### src/hw/rtl/itp_pkg.sv
// Shared types, codes and helpers of the infix to postfix converter.
package itp_pkg;

	localparam int STACK_DEPTH = 32;
	localparam int STACK_AW    = $clog2(STACK_DEPTH);
	localparam int STACK_CW    = $clog2(STACK_DEPTH + 1);
	localparam int QUEUE_DEPTH = 2;
	localparam int QUEUE_AW    = (QUEUE_DEPTH > 1) ? $clog2(QUEUE_DEPTH) : 1;
	localparam int QUEUE_CW    = $clog2(QUEUE_DEPTH + 1);

	localparam int VALUE_W = 32;
	localparam int OP_W    = 3;
	localparam int KIND_W  = 3;
	localparam int ELEM_W  = 2;
	localparam int S_TDATA_W = 40;
	localparam int M_TDATA_W = 40;

	// Input token kinds.
	localparam logic [KIND_W-1:0] TOK_OPERAND  = 3'd0;
	localparam logic [KIND_W-1:0] TOK_LPAREN   = 3'd1;
	localparam logic [KIND_W-1:0] TOK_RPAREN   = 3'd2;
	localparam logic [KIND_W-1:0] TOK_OPERATOR = 3'd3;
	localparam logic [KIND_W-1:0] TOK_END      = 3'd4;

	// Operator codes; the left paren marker lives only on the stack.
	localparam logic [OP_W-1:0] OP_ADD     = 3'd0;
	localparam logic [OP_W-1:0] OP_SUB     = 3'd1;
	localparam logic [OP_W-1:0] OP_MUL     = 3'd2;
	localparam logic [OP_W-1:0] OP_DIV     = 3'd3;
	localparam logic [OP_W-1:0] OP_POW     = 3'd4;
	localparam logic [OP_W-1:0] CODE_LPAREN = 3'd5;

	// Output element kinds.
	localparam logic [ELEM_W-1:0] ELEM_OPERAND  = 2'd0;
	localparam logic [ELEM_W-1:0] ELEM_OPERATOR = 2'd1;
	localparam logic [ELEM_W-1:0] ELEM_END      = 2'd2;

	typedef enum logic [2:0] {
		CMD_OPERAND,
		CMD_LPAREN,
		CMD_RPAREN,
		CMD_OPERATOR,
		CMD_END
	} itp_cmd_e_t;

	typedef struct packed {
		itp_cmd_e_t           cmd;
		logic [OP_W-1:0]      op;
		logic [VALUE_W-1:0]   value;
	} itp_cmd_t;

	typedef struct packed {
		logic [ELEM_W-1:0]  kind;
		logic [VALUE_W-1:0] value;
		logic [OP_W-1:0]    op;
		logic               err;
		logic               last;
	} itp_result_t;

	typedef enum logic [1:0] {
		ST_IDLE,
		ST_RPAREN,
		ST_OPER,
		ST_FLUSH
	} itp_state_t;

	// Binding strength; zero for codes that are not operators.
	function automatic logic [1:0] prec_of(input logic [OP_W-1:0] code);
		logic [1:0] p;
		unique case (code) inside
			OP_ADD, OP_SUB: p = 2'd1;
			OP_MUL, OP_DIV: p = 2'd2;
			OP_POW:         p = 2'd3;
			default:        p = 2'd0;
		endcase
		return p;
	endfunction

endpackage

### src/hw/rtl/itp_front.sv
// Front end: takes token requests, classifies them and hands commands to the queue.
module itp_front import itp_pkg::*; (
	input  logic                 clk,
	input  logic                 arst_n,
	input  logic                 s_tvalid,
	output logic                 s_tready,
	input  logic [S_TDATA_W-1:0] s_tdata,
	input  logic [KIND_W-1:0]    s_tuser,
	output logic                 push_valid,
	input  logic                 push_ready,
	output itp_cmd_t             push_data
);

	logic       v_s1;
	itp_cmd_t   cmd_s1;
	itp_cmd_t   cmd_d;
	logic       keep;
	logic [OP_W-1:0]    op_in;
	logic [VALUE_W-1:0] val_in;

	assign op_in  = s_tdata[OP_W-1:0];
	assign val_in = s_tdata[OP_W +: VALUE_W];

	// Tokens with an unknown kind or an unknown operator code are accepted and dropped.
	always_comb begin
		keep        = 1'b1;
		cmd_d.op    = op_in;
		cmd_d.value = val_in;
		cmd_d.cmd   = CMD_OPERAND;
		unique case (s_tuser)
			TOK_OPERAND:  cmd_d.cmd = CMD_OPERAND;
			TOK_LPAREN:   cmd_d.cmd = CMD_LPAREN;
			TOK_RPAREN:   cmd_d.cmd = CMD_RPAREN;
			TOK_OPERATOR: begin
				cmd_d.cmd = CMD_OPERATOR;
				keep      = (op_in <= OP_POW);
			end
			TOK_END:      cmd_d.cmd = CMD_END;
			default:      keep = 1'b0;
		endcase
	end

	assign s_tready   = !v_s1 || push_ready;
	assign push_valid = v_s1;
	assign push_data  = cmd_s1;

	always_ff @(posedge clk or negedge arst_n) begin
		if (!arst_n) begin
			v_s1 <= 1'b0;
		end else if (s_tready) begin
			v_s1 <= s_tvalid && keep;
		end
	end

	always_ff @(posedge clk) begin
		if (s_tready && s_tvalid) begin
			cmd_s1 <= cmd_d;
		end
	end

endmodule

### src/hw/rtl/itp_queue.sv
// Short command queue between the front end and the stack engine.
module itp_queue import itp_pkg::*; (
	input  logic     clk,
	input  logic     arst_n,
	input  logic     push_valid,
	output logic     push_ready,
	input  itp_cmd_t push_data,
	output logic     pop_valid,
	input  logic     pop_ready,
	output itp_cmd_t pop_data
);

	itp_cmd_t              mem_q [QUEUE_DEPTH];
	logic [QUEUE_AW-1:0]   wr_ptr_q;
	logic [QUEUE_AW-1:0]   rd_ptr_q;
	logic [QUEUE_CW-1:0]   count_q;
	logic                  do_push;
	logic                  do_pop;

	assign push_ready = (count_q != QUEUE_CW'(QUEUE_DEPTH));
	assign pop_valid  = (count_q != '0);
	assign pop_data   = mem_q[rd_ptr_q];
	assign do_push    = push_valid && push_ready;
	assign do_pop     = pop_valid && pop_ready;

	always_ff @(posedge clk or negedge arst_n) begin
		if (!arst_n) begin
			wr_ptr_q <= '0;
			rd_ptr_q <= '0;
			count_q  <= '0;
		end else begin
			if (do_push) begin
				wr_ptr_q <= (wr_ptr_q == QUEUE_AW'(QUEUE_DEPTH - 1)) ? '0 : wr_ptr_q + 1'b1;
			end
			if (do_pop) begin
				rd_ptr_q <= (rd_ptr_q == QUEUE_AW'(QUEUE_DEPTH - 1)) ? '0 : rd_ptr_q + 1'b1;
			end
			if (do_push && !do_pop) begin
				count_q <= count_q + 1'b1;
			end else if (do_pop && !do_push) begin
				count_q <= count_q - 1'b1;
			end
		end
	end

	always_ff @(posedge clk) begin
		if (do_push) begin
			mem_q[wr_ptr_q] <= push_data;
		end
	end

endmodule

### src/hw/rtl/itp_back.sv
// Stack engine: runs each command against the operator stack and drives the result register.
module itp_back import itp_pkg::*; (
	input  logic        clk,
	input  logic        arst_n,
	input  logic        q_valid,
	output logic        q_ready,
	input  itp_cmd_t    q_data,
	output logic        m_valid,
	input  logic        m_ready,
	output itp_result_t m_res
);

	itp_state_t           state_q, state_d;
	logic [OP_W-1:0]      stk_q [STACK_DEPTH];
	logic [STACK_CW-1:0]  cnt_q, cnt_d;
	logic [STACK_CW-1:0]  lp_q, lp_d;
	logic                 err_q, err_d;
	logic                 hold_v_q, hold_v_d;
	logic [OP_W-1:0]      hold_op_q, hold_op_d;
	logic [OP_W-1:0]      cur_op_q;
	logic [1:0]           cur_prec_q;
	logic                 cur_left_q;
	logic                 cur_load;
	logic                 out_v_q;
	itp_result_t          out_q, out_d;
	logic                 out_load;
	logic                 push_en;
	logic [OP_W-1:0]      push_code;
	logic [STACK_AW-1:0]  top_idx;
	logic [OP_W-1:0]      top;
	logic [1:0]           top_prec;
	logic                 stk_empty, stk_full, top_is_lp, pops, can_out;

	assign top_idx   = STACK_AW'(cnt_q - 1'b1);
	assign top       = stk_q[top_idx];
	assign top_prec  = prec_of(top);
	assign stk_empty = (cnt_q == '0);
	assign stk_full  = (cnt_q == STACK_CW'(STACK_DEPTH));
	assign top_is_lp = (top == CODE_LPAREN);
	assign pops      = !stk_empty && !top_is_lp &&
	                   ((top_prec > cur_prec_q) || ((top_prec == cur_prec_q) && cur_left_q));
	assign can_out   = !out_v_q || m_ready;

	assign m_valid = out_v_q;
	assign m_res   = out_q;

	always_comb begin
		state_d   = state_q;
		cnt_d     = cnt_q;
		lp_d      = lp_q;
		err_d     = err_q;
		hold_v_d  = hold_v_q;
		hold_op_d = hold_op_q;
		q_ready   = 1'b0;
		cur_load  = 1'b0;
		out_load  = 1'b0;
		out_d     = '0;
		push_en   = 1'b0;
		push_code = CODE_LPAREN;
		unique case (state_q)
			ST_IDLE: begin
				if (q_valid) begin
					unique case (q_data.cmd)
						CMD_OPERAND: begin
							if (can_out) begin
								q_ready     = 1'b1;
								out_load    = 1'b1;
								out_d.kind  = ELEM_OPERAND;
								out_d.value = q_data.value;
								out_d.err   = err_q;
								out_d.last  = 1'b1;
							end
						end
						CMD_LPAREN: begin
							q_ready = 1'b1;
							if (stk_full) begin
								err_d = 1'b1;
							end else begin
								push_en = 1'b1;
								cnt_d   = cnt_q + 1'b1;
								lp_d    = lp_q + 1'b1;
							end
						end
						CMD_RPAREN: begin
							// No left paren anywhere on the stack means it cannot match.
							q_ready  = 1'b1;
							hold_v_d = 1'b0;
							if (lp_q == '0) begin
								err_d = 1'b1;
							end
							state_d = ST_RPAREN;
						end
						CMD_OPERATOR: begin
							q_ready  = 1'b1;
							cur_load = 1'b1;
							hold_v_d = 1'b0;
							state_d  = ST_OPER;
						end
						CMD_END: begin
							q_ready = 1'b1;
							if (lp_q != '0) begin
								err_d = 1'b1;
							end
							state_d = ST_FLUSH;
						end
						default: q_ready = 1'b1;
					endcase
				end
			end
			ST_RPAREN, ST_OPER: begin
				if ((state_q == ST_RPAREN) ? (!stk_empty && !top_is_lp) : pops) begin
					// Pop into the hold slot; the previous hold goes out as not last.
					if (!hold_v_q || can_out) begin
						if (hold_v_q) begin
							out_load   = 1'b1;
							out_d.kind = ELEM_OPERATOR;
							out_d.op   = hold_op_q;
							out_d.err  = err_q;
						end
						hold_v_d  = 1'b1;
						hold_op_d = top;
						cnt_d     = cnt_q - 1'b1;
					end
				end else if (!hold_v_q || can_out) begin
					if (hold_v_q) begin
						out_load   = 1'b1;
						out_d.kind = ELEM_OPERATOR;
						out_d.op   = hold_op_q;
						out_d.err  = err_q;
						out_d.last = 1'b1;
					end
					hold_v_d = 1'b0;
					state_d  = ST_IDLE;
					if (state_q == ST_RPAREN) begin
						if (!stk_empty) begin
							cnt_d = cnt_q - 1'b1;
							lp_d  = lp_q - 1'b1;
						end
					end else if (stk_full) begin
						err_d = 1'b1;
					end else begin
						push_en   = 1'b1;
						push_code = cur_op_q;
						cnt_d     = cnt_q + 1'b1;
					end
				end
			end
			ST_FLUSH: begin
				if (stk_empty) begin
					if (can_out) begin
						out_load   = 1'b1;
						out_d.kind = ELEM_END;
						out_d.err  = err_q;
						out_d.last = 1'b1;
						err_d      = 1'b0;
						state_d    = ST_IDLE;
					end
				end else if (top_is_lp) begin
					cnt_d = cnt_q - 1'b1;
					lp_d  = lp_q - 1'b1;
				end else if (can_out) begin
					out_load   = 1'b1;
					out_d.kind = ELEM_OPERATOR;
					out_d.op   = top;
					out_d.err  = err_q;
					cnt_d      = cnt_q - 1'b1;
				end
			end
			default: state_d = ST_IDLE;
		endcase
	end

	always_ff @(posedge clk or negedge arst_n) begin
		if (!arst_n) begin
			state_q  <= ST_IDLE;
			cnt_q    <= '0;
			lp_q     <= '0;
			err_q    <= 1'b0;
			hold_v_q <= 1'b0;
			out_v_q  <= 1'b0;
		end else begin
			state_q  <= state_d;
			cnt_q    <= cnt_d;
			lp_q     <= lp_d;
			err_q    <= err_d;
			hold_v_q <= hold_v_d;
			if (out_load) begin
				out_v_q <= 1'b1;
			end else if (m_ready) begin
				out_v_q <= 1'b0;
			end
		end
	end

	always_ff @(posedge clk) begin
		hold_op_q <= hold_op_d;
		if (out_load) begin
			out_q <= out_d;
		end
		if (cur_load) begin
			cur_op_q   <= q_data.op;
			cur_prec_q <= prec_of(q_data.op);
			cur_left_q <= (q_data.op != OP_POW);
		end
		if (push_en) begin
			stk_q[STACK_AW'(cnt_q)] <= push_code;
		end
	end

endmodule

### src/hw/rtl/infix_to_postfix_converter.sv
// Top level of the shunting-yard infix to postfix converter.
// Each input request carries one token (operand, left paren, right paren, operator or end of
// expression); the converter returns the postfix elements that the token releases, with tlast
// on the final element of each token. Tokens pass a registered front stage and a two-entry
// command queue into a stack engine that has a single port on a 32-entry operator stack and
// handles one stack entry per cycle unless the output register stalls. Each token is first
// taken from the queue, and an operand or a left paren needs nothing more. An operator then
// pops each operator that binds tighter, or as tight when it is left-associative, and pushes
// itself; a right paren pops operators down to its left paren and then removes that left
// paren when there is one; end of expression pops every stack entry, dropping left parens,
// then sends the end marker. The end marker carries the error flag of the whole expression
// (unmatched paren or stack overflow) and clears it, so each expression starts clean. Tokens
// of unknown kind and operators with unknown codes are accepted and ignored. A finished element
// waits in the output register while the next token is taken, and the queue lets the front keep
// accepting while the engine stalls on the output side.
module infix_to_postfix_converter import itp_pkg::*; (
	input  logic                 clk,
	input  logic                 arst_n,
	input  logic                 s_tvalid,
	output logic                 s_tready,
	input  logic [S_TDATA_W-1:0] s_tdata,   // operator_code[2:0], operand_value[34:3], zeros
	input  logic [KIND_W-1:0]    s_tuser,   // token_kind[2:0]
	output logic                 m_tvalid,
	input  logic                 m_tready,
	output logic [M_TDATA_W-1:0] m_tdata,   // element_value[31:0], element_operator[34:32],
	                                        // syntax_error[35], zeros
	output logic [ELEM_W-1:0]    m_tuser,   // element_kind[1:0]
	output logic                 m_tlast    // last_of_run
);

	logic        push_valid, push_ready;
	itp_cmd_t    push_data;
	logic        q_valid, q_ready;
	itp_cmd_t    q_data;
	itp_result_t res;

	itp_front u_front (
		.clk        (clk),
		.arst_n     (arst_n),
		.s_tvalid   (s_tvalid),
		.s_tready   (s_tready),
		.s_tdata    (s_tdata),
		.s_tuser    (s_tuser),
		.push_valid (push_valid),
		.push_ready (push_ready),
		.push_data  (push_data)
	);

	itp_queue u_queue (
		.clk        (clk),
		.arst_n     (arst_n),
		.push_valid (push_valid),
		.push_ready (push_ready),
		.push_data  (push_data),
		.pop_valid  (q_valid),
		.pop_ready  (q_ready),
		.pop_data   (q_data)
	);

	itp_back u_back (
		.clk     (clk),
		.arst_n  (arst_n),
		.q_valid (q_valid),
		.q_ready (q_ready),
		.q_data  (q_data),
		.m_valid (m_tvalid),
		.m_ready (m_tready),
		.m_res   (res)
	);

	// Pack the result register onto the stream; unused upper bits stay zero.
	assign m_tdata = {(M_TDATA_W - VALUE_W - OP_W - 1)'(0), res.err, res.op, res.value};
	assign m_tuser = res.kind;
	assign m_tlast = res.last;

endmodule

### config.mk
export PLATFORM = sky130hd
export DESIGN_NAME = infix_to_postfix_converter
export DESIGN_NICKNAME = d
export VERILOG_FILES = /design/src/hw/rtl/itp_pkg.sv /design/src/hw/rtl/itp_front.sv /design/src/hw/rtl/itp_queue.sv /design/src/hw/rtl/itp_back.sv /design/src/hw/rtl/infix_to_postfix_converter.sv
export SDC_FILE = /design/constraint.sdc
export NUM_CORES = 1
export LEC_CHECK = 0
export BUFFER_PORTS_ARGS = -buffer_cell sky130_fd_sc_hd__clkbuf_2
export CELL_PAD_IN_SITES_DETAIL_PLACEMENT = 2
export CELL_PAD_IN_SITES_GLOBAL_PLACEMENT = 2
export CORE_MARGIN = 4
export CORE_UTILIZATION = 42
export CTS_BUF_LIST = sky130_fd_sc_hd__clkbuf_4
export DETAILED_ROUTE_END_ITERATION = 10
export GPL_TIMING_DRIVEN = 0
export MAX_ROUTING_LAYER = met4
export PLACE_DENSITY_LB_ADDON = 0.1
export SYNTH_ARGS = -nofsm -noshare
export SYNTH_HDL_FRONTEND = slang
export SYNTH_HIERARCHICAL = 1
export SYNTH_SLANG_ARGS = --single-unit
### constraint.sdc
create_clock -name clk -period 7.71 [get_ports clk]
set_clock_uncertainty 0.1 [all_clocks]
set_input_delay 1.542 -clock clk [delete_from_list [all_inputs] [get_ports clk]]
set_output_delay 1.542 -clock clk [all_outputs]
set_load 0.02 [all_outputs]
==> results of run 1 <==
==> kinds of logic (layout without fill, tap and decap cells) <==
family          after synthesis  after routing  synth area share
buf+inv                      59            267            0.0288
flops                       280            280             0.685
xor+xnor                     18             18            0.0136
other cells                   1              5          0.000309
mux                          92             92             0.106
compound gates               87             87            0.0514
fa+ha+maj                    18             18            0.0192
simple gates                196            196            0.0963
==> layout make-up <==
class | instances | share of cell area
well taps | 378 | 0.0336
clock inverters | 20 | 0.0161
repair buffers | 86 | 0.0342
flip-flops and latches | 280 | 0.589
multi-input cells | 415 | 0.248
diodes | 1 | 0.000178
plain buffers | 41 | 0.0196
clock buffers | 102 | 0.0543
inverters | 18 | 0.00515
==> path summary, 6_finish.rpt <==
check / to / depth (start not counted) / start / slack, ns
worst max-delay path: u_back/stk_q[4][1] / 21 / u_back/cnt_q[0] / 1.80
worst min-delay path: u_queue/mem_q[0][26] / 0 / u_front/push_data[26] / 0.33
worst max register to register: u_back/stk_q[4][1] / 21 / u_back/cnt_q[0] / 1.80
worst min register to register: u_queue/mem_q[0][26] / 0 / u_front/push_data[26] / 0.33
max in group asynchronous: u_back/cnt_q[1] / 1 / arst_n / 6.21
min in group asynchronous: u_queue/wr_ptr_q / 1 / arst_n / 0.82
==> synthesized netlist by cell type (all sizes together), types with 2 or more instances <==
master     n
edfxtp   258
mux2      45
and2      38
nor2      30
and3      29
nand2     29
mux2i     27
o21ai     25
buf       23
dfrtp     22
mux4      20
a21oi     18
clkbuf    18
ha        17
inv       17
xnor2     13
nand3     10
and4       9
nand2b     9
nor2b      9
or3        8
nand3b     5
nor3       5
nor3b      5
xor2       5
a311o      4
a31oi      4
nand4      4
o211ai     4
a21o       3
o31ai      3
a211oi     2
a21boi     2
a32oi      2
a41oi      2
nor4       2
o2111ai    2
o21a       2
o21bai     2
o32ai      2
or2        2
==> per-layer routing <==
| metal | vias to the layer above | track usage |
|---|---|---|
| met3 | 53 | 0.0394 |
| met5 | - | - |
| met4 | 0 | 0.0735 |
| met1 | 3691 | 0.253 |
| li1 | 3246 | - |
| met2 | 186 | 0.371 |
==> worst reg2reg max path, delay by kind of cell (launching register included) <==
kind | cells | cell delay [ns]
simple gates | 5 | 1.69
buf+inv | 7 | 1.48
compound gates | 5 | 0.83
fa+ha+maj | 2 | 0.66
mux | 2 | 0.57
flops | 1 | 0.40
==> state kept, by name, summed over array words and instances, names as in the netlist, 3 cells and up <==
name	flops
u_front/push_data	38
u_back/m_res	39
u_back/cnt_q	6
u_back/hold_op_q	3
u_queue/mem_q	76
u_back/lp_q	6
u_back/cur_op_q	3
u_back/stk_q	96
==> power breakdown <==
group	internal, mW	leakage [nW]	switching, mW
Clock	0.781	0.574	0.616
Combinational	1.12	2.02	1.88
Sequential	2.15	2.65	0.136
Total	4.05	5.25	2.63
==> results.cfg, run 1 <==
[floorplanning]
core_um2 = 28100
fp.dieH_um = 178
std_cell_rows = 61
start_util = 0.431
chipWidth_um = 178
dieArea_um2 = 31600
io_pins = 92

[final_layout]
syn_to_final_growth_pct = 16.3
post-route-util = 0.502
layout_common_cells = 258 x edfxtp_1, 102 x clkbuf_4, 83 x clkbuf_2, 37 x and2_1, 32 x mux2_2
num-fill-cells = 2686
drive_gt1_frac = 0.322
mostFrequentLayoutCell = edfxtp_1
multiInputGateArea_um2 = 3500
fin_area_um2 = 14100
stdcell_count = 1341
ff_latch_area_um2 = 8300
fin_nets = 981

[routing]
wl_um = 31600
postRouteAntennaNets = 0
met3_wirelength_um = 1360
wl_met1_um = 12900
vias = 7176
drc = 0
wl_per_cell_um = 23.6
viasPerCell = 5.35
wl_met2_um = 16700
highest_layer = met4
drt_iter0_drc = 341
first_pass_iters = 5

[sta]
rsz0062_at_grt = false
setup_ws_ns = 1.80
period_share = 0.767
finalCriticalPeriod_ns = 5.91
fmax_mhz = 169
finalHoldViolCount = 0
drv_slew = 0
setup_tns_ns = 0
maxSlewHeadroom = 0.205
worst_hold_slack_ns = 0.333
worstMarginPinSlew_ns = 1.19
finalSetupViolCount = 0

[setup_path]
cp_common_cell = buf_6
end_kind = register
cp_top_family = simple AND/OR/NAND/NOR gates
worst_setup_path_start_kind = register
cp_max_fo = 18
crit_slowest_cell = nor3b_2
crit_arrival_ns = 6.30
worst-path-buf-inv = 7
path_class = reg2reg
critPathMaxStageDelay_ns = 0.98
worstPathRequired_ns = 8.10
cp_cell_sequence = buf_6, inv_2, ha_1, buf_6, buf_12, buf_2, mux4_2, mux2i_1, o21ai_0, nand4_1, o21ai_0, ha_1, nand2b_1, a21oi_1, nor2_1, a21oi_1, a41o_1, buf_6, nand3_4, nor3b_2, buf_6

[clock_network]
cts_buffers = 74
clkTransAtPathRegs_ns = 0.07
hold_buffers = 0
cts_buffer_depth = 3
postCtsSetupRepairBufs = 0
ctsHtreeMaxLevel = 3
cts_tree = built
clkLatencyLatePin_ns = 0.67
cts_resized = 0
clock_sinks = 280
cts_root_buf = clkbuf_4

[synthesis]
syn_area_um2 = 12100
synth_edf_count = 258
seq_area_frac_synth = 0.685
async_flop_share = 0.0786
yosysWarnings = 6
synth_area_per_cell_um2 = 16.1
synth.largest_area_cell = edfxtp_1
yosysUniqueCellTypes = 75
ys_ff_latch = 280
synth_area_leaders = edfxtp_1 64%, dfrtp_1 4.5%, mux4_2 3.3%, mux2_2 3.0%, mux2i_1 2.2%
syn_inst = 751
synth_ff_type = edfxtp_1
synth_top_area_frac = 0.639

[run]
cap_violations = 0

[power_and_ir_drop]
p_per_area_nw_per_um2 = 474
max-vdd-ir-drop_mv = 0.219
p_leak_nw = 5.25
total_power_mw = 6.69

[placed_design]
placedCellCount = 1218
postPlaceCellArea_um2 = 13100
hpwl_um = 21500
io_buffer_count = 82
post-place-ws_ns = 1.79
gp_congestion = 0.879

[grt]
grt_max_degree = 40
grt_pass1_wl_um = 50000
grt_pass1_vias = 8504
grt_usage = 0.215
antenna_found_initial = 1
overflow = 0

[min_path]
min-delay-path-class = reg2reg

[status]
status = complete, no violations
No activity file was read; power rests on OpenSTA's default activity.
==> inputs of run 2 (changes only) <==
- clock period: 7.71 -> 5.3 ns (I/O delays scaled with it)
==> run 2 against run 1 <==
Net effect: power grew 50%; highest routed layer unchanged; flip-flop and latch count is the same; non-clock buffer count grew 6; via count grew 1.1%; critical endpoint is now u_back/stk_q[20][0]; wire length grew 0.19%.
==> results.cfg, run 2 (synthesized netlist as in run 1, its figures left out) <==
[placed_design]
io_buffer_count = 82
placedCellCount = 1219
gp_congestion = 0.873
hpwl_um = 20900

[clock_network]
cts_root_buf = clkbuf_4
ctsHtreeMaxLevel = 3
clock_sinks = 280
cts_buffer_depth = 3
cts_tree = built
cts_buffers = 74
clkLatencyLatePin_ns = 0.68
clkTransAtPathRegs_ns = 0.07

[floorplanning]
fp.dieH_um = 178
core_um2 = 28100
start_util = 0.431
io_pins = 92
dieArea_um2 = 31600
std_cell_rows = 61
chipWidth_um = 178

[sta]
drv_slew = 0
period_share = 0.972
worstMarginPinSlew_ns = 0.817
setup_tns_ns = 0
finalSetupViolCount = 0
maxSlewHeadroom = 0.450
finalCriticalPeriod_ns = 5.15
fmax_mhz = 194
finalHoldViolCount = 0
worst_hold_slack_ns = 0.311

[power_and_ir_drop]
total_power_mw = 10.0
p_leak_nw = 5.30
max-vdd-ir-drop_mv = 0.291
p_per_area_nw_per_um2 = 702

[grt]
grt_pass1_vias = 8423
overflow = 0
grt_pass1_wl_um = 49500
grt_max_degree = 39
antenna_found_initial = 2
grt_usage = 0.212

[setup_path]
cp_max_fo = 10
path_class = reg2reg
worst_setup_path_start_kind = register
crit_arrival_ns = 5.39
r2r_setup_slack_ns = 0.15
end_kind = register
worstPathRequired_ns = 5.54

[routing]
wl_met1_um = 12900
first_pass_iters = 5
wl_per_cell_um = 23.4
met3_wirelength_um = 1540
drt_iter0_drc = 328
wl_um = 31700
postRouteAntennaNets = 0
viasPerCell = 5.36
highest_layer = met4
wl_met2_um = 16600
vias = 7256
drc = 0

[run]
cap_violations = 0

[final_layout]
syn_to_final_growth_pct = 17.7
largest_reg_flops = 96
drive_gt1_frac = 0.351
fin_nets = 987
top_register = u_back/stk_q
stdcell_count = 1354
mostFrequentLayoutCell = edfxtp_1
layout_common_cells = 258 x edfxtp_1, 110 x clkbuf_4, 83 x clkbuf_2, 37 x and2_1, 32 x mux2_2

[status]
status = complete, no violations

[min_path]
min-delay-path-class = in2async
run 2: final timing paths:
path	start	end	cells past startpoint
max in group asynchronous	arst_n	u_back/cnt_q[1]	1
min in group clk	u_front/push_data[0]	u_queue/mem_q[0][0]	0
setup / recovery	u_back/cnt_q[0]	u_back/stk_q[20][0]	22
setup reg to reg	u_back/cnt_q[0]	u_back/stk_q[20][0]	22
hold reg to reg	u_front/push_data[0]	u_queue/mem_q[0][0]	0
hold / removal	arst_n	u_queue/wr_ptr_q	1
run 2: metrics by stage:
step                 util  cell area (um2)  setup slack (ns)
global route        0.508            14300           -0.0957
finish              0.508            14300             0.150
global placement    0.464            13000            -0.958
CTS                 0.505            14200            0.0105
detailed placement  0.468            13100            -0.571
floorplan               -            12100             0.699
run 2: critical path, stage by stage, from the launching register on:
cell and delay [ns]:
dfrtp_1 0.43, buf_12 0.19, inv_4 0.10, ha_1 0.31, buf_6 0.18, buf_12 0.16
buf_6 0.17, mux4_2 0.32, mux2i_2 0.18, o21ai_0 0.13, nand4_1 0.23, o21ai_0 0.14
ha_1 0.30, nand2b_1 0.16, a21oi_2 0.18, nor2_2 0.10, a21oi_1 0.19, a41o_1 0.13
buf_6 0.16, nand3_4 0.13, a21oi_4 0.31, buf_6 0.20, and3_1 0.28
run 2: repair_timing:
action	in CTS	in global routing
hold buffers	0	0
pin swaps	1	4
setup endpoints to repair	189	176
setup buffers	3	2
endpoints found under the hold margin	0	0
gates resized for setup	16	28
run 2: routing by layer:
layer,vias to the layer above,track usage
li1,3262,-
met1,3761,0.252
met2,181,0.359
met3,52,0.0503
met4,0,0.0677
met5,-,-
run 2: where the power goes:
part / switching (mW) / internal (mW)
Clock: 0.910 / 1.05
Combinational: 2.87 / 1.88
Sequential: 0.201 / 3.12
Total: 3.98 / 6.05
run 2: area by class of cell:
| cell class | instances | area [um2] |
|---|---|---|
| tap | 378 | 473 |
| sequential | 280 | 8300 |
| clock inverter | 17 | 131 |
| fill | 2665 | 13800 |
| multi-input combinational | 415 | 3590 |
| antenna | 3 | 7.51 |
| clock buffer | 110 | 826 |
| inverter | 18 | 75.1 |
| buffer | 41 | 317 |
| timing repair buffer | 92 | 556 |
==> inputs of run 3 (changes only) <==
- CORE_UTILIZATION: 42 -> 40
==> run 3 against run 2 <==
Net effect: non-clock buffer count rose by 9; utilization fell by 2.6 points; combinational power rose by 5.5%; die area rose by 4.8%; register-to-register slack improved by 0.05 ns; largest power group unchanged; global-route usage fell by 1.6 points; largest cell class unchanged; final area rose by 0.68%; fmax rose by 0.97%; power rose by 1.7%; sequential power barely moved; cell count rose by 1.9%.
==> results.cfg, run 3 (synthesized netlist as in run 1, its figures left out) <==
[setup_path]
r2r_cells = 22
worstPathRequired_ns = 5.57
reg2reg_to = u_back/stk_q[24][1]
startpoint = u_back/cnt_q[0]
end_kind = register
crit_arrival_ns = 5.37
setup.worst_path.end = u_back/stk_q[24][1]
cp_max_fo = 10
r2r_setup_slack_ns = 0.20
regToRegStartpoint = u_back/cnt_q[0]
path_class = reg2reg
worst_setup_path_start_kind = register

[routing]
wl_per_cell_um = 22.7
viasPerCell = 5.25
first_pass_iters = 4
wl_met2_um = 16300
wl_met1_um = 13200
met3_wirelength_um = 1460
vias = 7247
wl_um = 31400
highest_layer = met4
drc = 0
postRouteAntennaNets = 0
drt_iter0_drc = 405

[final_layout]
mostFrequentLayoutCell = edfxtp_1
syn_to_final_growth_pct = 18.5
layout_common_cells = 258 x edfxtp_1, 107 x clkbuf_4, 83 x clkbuf_2, 37 x and2_1, 32 x mux2_2
fin_nets = 1000
top_register = u_back/stk_q
post-route-util = 0.482
largest_reg_flops = 96
drive_gt1_frac = 0.358

[placed_design]
io_buffer_count = 82
hpwl_um = 20500
gp_congestion = 0.766

[status]
status = complete, no violations

[sta]
finalHoldViolCount = 0
period_share = 0.962
worst_hold_slack_ns = 0.294
worstMarginPinSlew_ns = 0.710
finalCriticalPeriod_ns = 5.10
finalSetupViolCount = 0
maxSlewHeadroom = 0.522
drv_slew = 0
fmax_mhz = 196

[floorplanning]
core_um2 = 29800
chipWidth_um = 182
dieArea_um2 = 33100
std_cell_rows = 63
io_pins = 92
fp.dieH_um = 182
start_util = 0.407

[power_and_ir_drop]
p_per_area_nw_per_um2 = 709
pwr-share-clk = 0.184
switchingPower_mw = 4.08
max-vdd-ir-drop_mv = 0.280
seqPwrFrac = 0.325
swShare = 0.400
combinationalPowerShare = 0.491
p_leak_nw = 5.35
power.internal_mw = 6.11

[clock_network]
clkTransAtPathRegs_ns = 0.07
clkLatencyLatePin_ns = 0.69
hold_buffers = 0
ctsHtreeMaxLevel = 3
cts_root_buf = clkbuf_4
clock_sinks = 280
cts_tree = built
cts_buffers = 76
cts_buffer_depth = 3

[grt]
grt_max_degree = 36
overflow = 0
antenna_found_initial = 1
grt_pass1_wl_um = 49100
grt_usage = 0.196
grt_pass1_vias = 8424

[min_path]
min-delay-path-class = in2async

[run]
cap_violations = 0
-- run 3: how the worst min path moves through the flow --
stage,startpoint,endpoint,depth (start not counted)
2_1_floorplan,u_front/push_data[0],u_queue/mem_q[0][0],0
3_3_place_gp,u_front/push_data[7],u_queue/mem_q[0][7],0
3_5_place_dp,u_front/push_data[24],u_queue/mem_q[1][24],0
4_1_cts,arst_n,u_front/push_valid,1
5_1_grt,arst_n,u_front/push_valid,1
6_report,arst_n,u_front/push_valid,1
-- run 3: stage by stage --
step | TNS [ns] | std cells | instance area, um2 | setup slack (ns) | power, mW
after floorplan | 0 | 754 | 12100 | 0.699 | 6.33
after global placement | -90.35 | 1226 | 13000 | -1.16 | 7.50
after detailed placement | -95.11 | 1231 | 13100 | -0.714 | 7.81
after CTS | 0 | 1368 | 14200 | 0.000819 | 9.99
after global routing | -0.733 | 1380 | 14400 | -0.0360 | 10.8
final | 0 | 1380 | 14400 | 0.200 | 10.2
-- run 3: area by class of cell --
cell class | count | area (um2)
antenna | 1 | 2.50
inverter | 18 | 75.1
tap | 390 | 488
buffer | 41 | 320
clock buffer | 107 | 803
fill | 2891 | 15400
clock inverter | 25 | 126
timing repair buffer | 101 | 648
sequential | 280 | 8300
multi-input combinational | 417 | 3600
-- run 3: critical path: stages (launching register included) --
cell      delay, ns
dfrtp_1        0.43
buf_12         0.16
inv_4          0.15
ha_1           0.28
buf_8          0.17
buf_12         0.15
mux2i_1        0.12
mux4_2         0.52
nand2_1        0.13
nand4_4        0.17
o21ai_2        0.24
ha_1           0.26
nand2b_1       0.15
a21oi_2        0.20
nor2_2         0.10
a21oi_1        0.16
a41o_1         0.13
buf_6          0.16
nand3_4        0.15
a21oi_4        0.21
buf_12         0.15
buf_4          0.17
and3_1         0.26
-- run 3: routing by layer --
metal / vias up / GRT usage
li1: 3289 / -
met4: 0 / 0.0489
met5: - / -
met1: 3748 / 0.239
met3: 48 / 0.0478
met2: 162 / 0.332
-- run 3: power groups by stage --
stage	registers (mW)	clock network [mW]	logic (mW)
floorplan	3.44	0	2.89
global placement	3.34	0	4.15
detailed placement	3.37	0	4.44
CTS	3.32	1.96	4.71
global route	3.36	2.09	5.38
finish	3.32	1.87	5.00
-- run 3: repair_timing --
action	CTS	global route
setup endpoints to repair	199	162
gates resized for setup	31	16
cloned	2	2
endpoints found under the hold margin	0	0
buffers inserted	3	9
pin swaps	4	4
